==> src/design/cfas_pkg.sv <==
// shared types, constants and saturating helpers for the coupled-field stencil
package cfas_pkg;

	localparam int FIELD_W = 32;
	localparam int Q_W = 64;
	localparam int FRAC_W = 20;
	localparam int NUM_LANES = 3;
	// dividend is the 64-bit magnitude with the fraction bits appended
	localparam int DIV_STEPS = Q_W + FRAC_W;

	typedef logic signed [Q_W-1:0] q_t;
	typedef logic signed [FIELD_W-1:0] field_t;

	localparam q_t QLIM = 64'sh7FFF_FFFF_FFFF_FFFF;
	localparam q_t ONE_Q = 64'sd1048576;

	typedef enum logic [2:0] {
		REG_MU    = 3'd0,
		REG_KAPPA = 3'd1,
		REG_INVDX = 3'd2,
		REG_UPM   = 3'd3,
		REG_DNM   = 3'd4,
		REG_MASK  = 3'd5
	} reg_idx_t;

	localparam logic [1:0] CELLS_NONE = 2'd0;
	localparam logic [1:0] CELLS_ONE  = 2'd1;
	localparam logic [1:0] CELLS_MANY = 2'd2;

	// saturating add, clamps to +-(2^63-1)
	function automatic q_t qadd(input q_t a, input q_t b);
		logic signed [Q_W:0] s;
		q_t r;
		s = $signed({a[Q_W-1], a}) + $signed({b[Q_W-1], b});
		if (s > $signed({1'b0, QLIM}))
			r = QLIM;
		else if (s < -$signed({1'b0, QLIM}))
			r = -QLIM;
		else
			r = s[Q_W-1:0];
		return r;
	endfunction

	function automatic field_t sat32(input q_t v);
		field_t r;
		if (v > 64'sd2147483647)
			r = 32'sh7FFF_FFFF;
		else if (v < -64'sd2147483648)
			r = 32'sh8000_0000;
		else
			r = v[FIELD_W-1:0];
		return r;
	endfunction

	function automatic logic [Q_W-1:0] qmag(input q_t v);
		logic [Q_W-1:0] r;
		r = v[Q_W-1] ? Q_W'(-v) : Q_W'(v);
		return r;
	endfunction

endpackage

==> src/design/cfas_mul.sv <==
// Q.20 saturating product built from four 32x32 partial products
module cfas_mul (
	input  logic          clk,
	input  logic          arst_n,
	input  logic          start,
	input  cfas_pkg::q_t  a,
	input  cfas_pkg::q_t  b,
	output logic          done,
	output cfas_pkg::q_t  res
);

	logic [63:0]  xm_q, ym_q;
	logic         neg_q;
	logic [2:0]   cnt_q;
	logic         busy_q;
	logic [63:0]  prod_q;
	logic [1:0]   sh_q;
	logic         pv_q;
	logic [127:0] acc_q;
	logic         done_q;

	logic [31:0]  pa, pb;
	logic [1:0]   psh;
	logic [127:0] addend;
	cfas_pkg::q_t mag_r;

	always_comb begin
		case (cnt_q)
			3'd0: begin
				pa = xm_q[31:0];  pb = ym_q[31:0];  psh = 2'd0;
			end
			3'd1: begin
				pa = xm_q[31:0];  pb = ym_q[63:32]; psh = 2'd1;
			end
			3'd2: begin
				pa = xm_q[63:32]; pb = ym_q[31:0];  psh = 2'd1;
			end
			3'd3: begin
				pa = xm_q[63:32]; pb = ym_q[63:32]; psh = 2'd2;
			end
			default: begin
				pa = '0; pb = '0; psh = 2'd0;
			end
		endcase
	end

	always_comb begin
		case (sh_q)
			2'd0:    addend = {64'd0, prod_q};
			2'd1:    addend = {32'd0, prod_q, 32'd0};
			default: addend = {prod_q, 64'd0};
		endcase
	end

	always_ff @(posedge clk or negedge arst_n) begin
		if (!arst_n) begin
			xm_q <= '0;
			ym_q <= '0;
			neg_q <= 1'b0;
			cnt_q <= '0;
			busy_q <= 1'b0;
			prod_q <= '0;
			sh_q <= '0;
			pv_q <= 1'b0;
			acc_q <= '0;
			done_q <= 1'b0;
		end else begin
			done_q <= 1'b0;
			if (start) begin
				xm_q <= cfas_pkg::qmag(a);
				ym_q <= cfas_pkg::qmag(b);
				neg_q <= a[63] ^ b[63];
				acc_q <= '0;
				cnt_q <= '0;
				pv_q <= 1'b0;
				busy_q <= 1'b1;
			end else if (busy_q) begin
				if (cnt_q < 3'd4) begin
					prod_q <= pa * pb;
					sh_q <= psh;
					pv_q <= 1'b1;
				end else begin
					pv_q <= 1'b0;
				end
				if (pv_q)
					acc_q <= acc_q + addend;
				cnt_q <= cnt_q + 3'd1;
				if (cnt_q == 3'd4) begin
					busy_q <= 1'b0;
					done_q <= 1'b1;
				end
			end
		end
	end

	// drop the fraction bits, saturate when the product reaches 2^63 after the shift
	assign mag_r = (|acc_q[127:83]) ? cfas_pkg::QLIM : {1'b0, acc_q[82:20]};
	assign res = neg_q ? -mag_r : mag_r;
	assign done = done_q;

endmodule

==> config.mk <==
export PLATFORM = sky130hd
export DESIGN_NAME = cfas_mul
export DESIGN_NICKNAME = d
export VERILOG_FILES = /design/src/design/cfas_pkg.sv /design/src/design/cfas_mul.sv
export SDC_FILE = /design/constraint.sdc
export NUM_CORES = 2
export LEC_CHECK = 0
export ABC_CLOCK_PERIOD_IN_PS = 19900
export BUFFER_PORTS_ARGS = -buffer_cell sky130_fd_sc_hd__buf_2
export CORE_ASPECT_RATIO = 2
export CORE_UTILIZATION = 61
export CTS_BUF_LIST = sky130_fd_sc_hd__clkbuf_8
export DETAILED_ROUTE_END_ITERATION = 8
export PLACE_DENSITY = 0.76
export SYNTH_ARGS = -nofsm -noshare
export SYNTH_HDL_FRONTEND = slang
export SYNTH_SLANG_ARGS = --single-unit
==> constraint.sdc <==
create_clock -name clk -period 19.9 [get_ports clk]
set_input_delay 0.995 -clock clk [delete_from_list [all_inputs] [get_ports clk]]
set_output_delay 0.995 -clock clk [all_outputs]
set_load 0.02 [all_outputs]
**Word-level counts from Yosys, hierarchy flattened**

Index checks and enable logic that the tools add are counted.

- Add/sub/neg operators: 5
- Bitwise logic cells: 2
- Div/mod/pow operators: 0
- Equality and inequality tests: 5
- Mux-type cells: 22
- Order comparisons: 1
- Multipliers: 1
- Shifts and indexed selects: 0
- Reduce and logical (&&, ||, !) cells: 12

Operator list:

| kind | count |
|---|---|
| $mux W128 | 3 |
| $pmux W128 S2 | 1 |
| $mux W64 | 3 |
| $add A128 B128 Y128 | 1 |
| $neg A64 Y64 | 2 |
| $pmux W32 S2 | 2 |
| $mul A32 B32 Y64 | 1 |
| $neg A63 Y64 | 1 |
| $mux W63 | 1 |
| $reduce_or A45 Y1 | 1 |
| $reduce_or A2 Y1 | 5 |
| $mux W1 | 9 |
| $eq A3 B2 Y1 const B | 2 |
| $mux W3 | 2 |
| $pmux W2 S2 | 1 |
| $reduce_bool A2 Y1 | 2 |
| $add A3 B1 Y3 const B | 1 |
| $eq A3 B1 Y1 const B | 1 |
| $eq A3 B3 Y1 const B | 1 |
| $logic_not A3 Y1 | 1 |
| $lt A3 B3 Y1 const B | 1 |
| $reduce_and A3 Y1 | 1 |
| $eq A2 B1 Y1 const B | 1 |
| $logic_not A2 Y1 | 1 |
| other kinds (3) | 3 |

- Bits in writable memories: 0
- ROM bits: 0
- Logic and storage cells: 58
- Memories: 0
- Input port bits: 131
- Register bits: 329
- Output and inout bits: 65
- Bits in latches: 0

**Logic depth before layout (Yosys ltp)**

- Depth in word-level cells: 6
- Depth in mapped cells: 41
- Gate-level depth less buffers: 35

**Worst setup path before layout**

No wires, ideal clock.

- Kind: reg2reg
- Start point: register cnt_q[1]
- End point: register prod_q[54]
- Required time: 19.767 ns
- Period minus slack after synthesis: 10.143 ns
- Path slack: 9.757 ns
- Path buffers: 6
- Setup time: 0.133 ns
- Cell stages (with the launch flop): 37
- Data arrival time: 10.009 ns
- Cells stage by stage: dfrtp_1 > clkbuf_1 > clkbuf_1 > clkbuf_1 > inv_1 > ha_1 > a21o_1 > clkbuf_1 > clkbuf_1 > a22oi_1 > clkbuf_1 > nor2_1 > fa_1 > fa_1 > fa_1 > inv_1 > fa_1 > inv_1 > fa_1 > fa_1 > fa_1 > inv_1 > fa_1 > inv_1 > ha_1 > a21o_1 > a21o_1 > a21o_1 > a211oi_1 > o21ai_0 > o21ai_0 > a21oi_1 > a21boi_0 > o21ai_0 > a21oi_1 > xor2_1 > o21ai_0

- Cells in the longest elaborated chain, start to end: 4
- Elaborated cells on any way between the ends: 13
- Those cells by class: 1 x mul; 1 x order compare; 3 x eq/ne; 2 x mux; 6 x reduce/logical

Ends and longest elaborated chain:

| what | line | RTL |
|---|---|---|
| start, declared | cfas_mul.sv:14 | `logic [2:0] cnt_q;` |
| start signal, assigned | cfas_mul.sv:87 | `cnt_q <= cnt_q + 3'd1;` |
| $eq A3 B2 Y1, or another cell as far along | cfas_mul.sv:28 | `case (cnt_q)` |
| $reduce_or A2 Y1 (no line) | -- |  |
| $pmux W32 S2 | cfas_mul.sv:28 |  |
| $mul A32 B32 Y64 | cfas_mul.sv:79 | `prod_q <= pa * pb;` |
| end signal, assigned | cfas_mul.sv:79 |  |
| end, declared | cfas_mul.sv:16 | `logic [63:0] prod_q;` |

Several ways; a longest one is shown, not always the timed one.
A chain may end at the register's enable or synchronous reset.

**Worst setup path after layout**

- Start point: register cnt_q[1]
- End point: register prod_q[61]

The elaborated chain is that of the path after synthesis.

==> results_dict.tcl <==
set metrics [dict create \
    status "completed" \
    clkLatencyLatePin_ns 0.81 \
    fin_nets 8458 \
    ys_seq_area_frac 0.141 \
    preCtsSetupSlack_ns 9.12 \
    rsz0062_at_grt "false" \
    track_usage 0.501 \
    first_global_vias 57462 \
    cp_slowest_cell "dfrtp_2" \
    cap_violations 0 \
    synthArstFlopShare 1.00 \
    crit_top_cell "fa_1" \
    relSlewSlack 0.0355 \
    endpoint_kind "flip-flop" \
    synthMuxAreaShare 0.0139 \
    cp_data_required_time_ns 20.54 \
    grt_max_degree 118 \
    path_clk_slew_ns 0.07 \
    drive_gt1_frac 0.0694 \
    yosys_warnings 0 \
    fmax_mhz 90.5 \
    cts_buffer_depth 3 \
    slew_violations 0 \
    root_buffer "clkbuf_8" \
    synth_top_flop_cell "dfrtp_1" \
    synthAdderAreaFrac 0.393 \
    detail-route-antenna-nets 0 \
    critPathTopFamily "adder cells" \
    worstPathArrival_ns 11.69 \
    core-area_um2 95100 \
    io_buffer_count 195 \
    final_cell_mix "nor2_1, inv_1, fa_1, nand2_1, a21oi_1" \
    final_common_cell "nor2_1" \
    io_pins 196 \
    yosys.area_share.simple 0.175 \
    numClockSinks 329 \
    die_w_um 221 \
    worst_setup_path_start_kind "flip-flop" \
    synth_top_family_by_area "adder cells" \
    synth-compound-area-share 0.141 \
    viasPerCell 6.55 \
    dieArea_um2 97200 \
    path_buf_inv 7 \
    worstSetupPathType "reg -> reg" \
    place_congestion 1.13 \
    max_stage_delay_ns 1.03 \
    grt.overflow.total 0 \
    drtIter0Drc 4586 \
    die_height_um 440 \
    min_path_type "in -> async" \
    fin_crit_sh 0.555 \
    fin_worst_skew_ns 0.0803 \
    cts_resized 0 \
    hold_slack_ns 0.199 \
    cts_max_level 2 \
    antenna_found_initial 14 \
    syn_nets 8517 \
    tns_ns 0 \
    worst_pin_slew_ns 1.44 \
    rows 160 \
    firstDrtPassIters 8 \
    fin_crit_ns 11.05 \
    cts_made_buffers 51 \
    post_cts_buffers 0 \
    synth_xor_area_frac 0.0506 \
    wl_um 239000 \
    grt_pass1_wl_um 353000 \
    hpwl_um 186000 \
    ctsHoldBuffers 0 \
    start_util 0.615 \
    vias 54365 \
    hold_viol 0 \
    setup_viol 0 \
    synth_area_um2 58500 \
    worst_slack_ns 8.85 \
    area_growth_pct 5.26 \
    syn-instance-count 7090 \
    crit_fanout 64 \
    wire_per_inst_um 28.8 \
    ys_ff_latch 329 \
    synth-edff-count 0 \
    cts_tree "built" \
    synth_cell_types 76 \
    drc 0 \
    syn_area_per_cell_um2 8.25 \
]
## cells by family (layout without fill, tap and decap cells)
group / after synthesis / after routing
buf+inv: 1343 / 1324
xor+xnor: 338 / 338
simple gates: 2377 / 2377
other cells: 0 / 15
fa+ha+maj: 1296 / 1296
compound gates: 1327 / 1327
flops: 329 / 329
mux: 80 / 80
## Yosys cell counts, types with 11 or more instances
library cell / count / share of area
a211oi_1: 26 / 0.0033
a21boi_0: 15 / 0.0019
a21o_1: 115 / 0.015
a21oi_1: 419 / 0.036
a22o_1: 71 / 0.011
a22oi_1: 32 / 0.0041
a31oi_1: 28 / 0.0030
and2_1: 71 / 0.0076
and3_1: 13 / 0.0014
buf_1: 25 / 0.0016
clkbuf_1: 381 / 0.024
dfrtp_1: 329 / 0.14
fa_1: 897 / 0.31
ha_1: 399 / 0.085
inv_1: 934 / 0.060
mux2i_1: 70 / 0.012
nand2_1: 859 / 0.055
nand2b_1: 27 / 0.0029
nand3_1: 32 / 0.0027
nand4_1: 85 / 0.0091
nor2_1: 1021 / 0.066
nor2b_1: 15 / 0.0016
nor3_1: 56 / 0.0048
nor4_1: 38 / 0.0041
o211ai_1: 11 / 0.0014
o21a_1: 28 / 0.0036
o21ai_0: 353 / 0.030
o21bai_1: 48 / 0.0062
o311ai_0: 21 / 0.0031
o31ai_1: 56 / 0.0072
o41ai_1: 34 / 0.0051
or2_2: 46 / 0.0049
or3_1: 45 / 0.0048
or4_1: 32 / 0.0041
xnor2_1: 118 / 0.018
xor2_1: 220 / 0.033
## per-stage QoR
stage	cell area (um2)	util	cells
CTS	61500	0.647	8286
global placement	60400	0.635	8193
finish	61500	0.647	8301
global route	61500	0.647	8292
floorplan	58500	-	7090
detailed placement	60400	0.635	8193
## path summary, 6_finish.rpt
kind	from	to	slack [ns]	depth (start not counted)
worst max register to register	cnt_q[1]	prod_q[61]	8.85	30
worst min-delay path	arst_n	acc_q[80]	0.20	1
worst min register to register	acc_q[16]	acc_q[16]	0.51	2
max in group asynchronous	arst_n	ym_q[6]	17.47	3
worst max-delay path	cnt_q[1]	prod_q[61]	8.85	30
min in group clk	acc_q[16]	acc_q[16]	0.51	2
## flip-flops by register name, summed over array words and instances, names as in the netlist
signal  count
acc_q     128
busy_q      1
cnt_q       3
done        1
neg_q       1
prod_q     64
pv_q        1
sh_q        2
xm_q       64
ym_q       64
## metal layers
layer  vias up  part of all wire  GRT usage
li1      22844                 -          -
met1     26029              0.27      0.430
met2      3582              0.47      0.841
met3      1906             0.096      0.154
met4         4              0.16      0.634
met5         -           0.00010   0.000993
## cell type report
class	count	area (um2)
inverters	935	3510
fillers	8268	33500
well taps	1215	1520
multi-input cells	5418	45300
flip-flops and latches	329	8240
clock buffers	61	840
clock inverters	32	280
repair buffers	296	1770
diodes	15	37.5
Power is not shown: default switching activity piles up to over one toggle a cycle in this logic, so the estimate is an artifact.
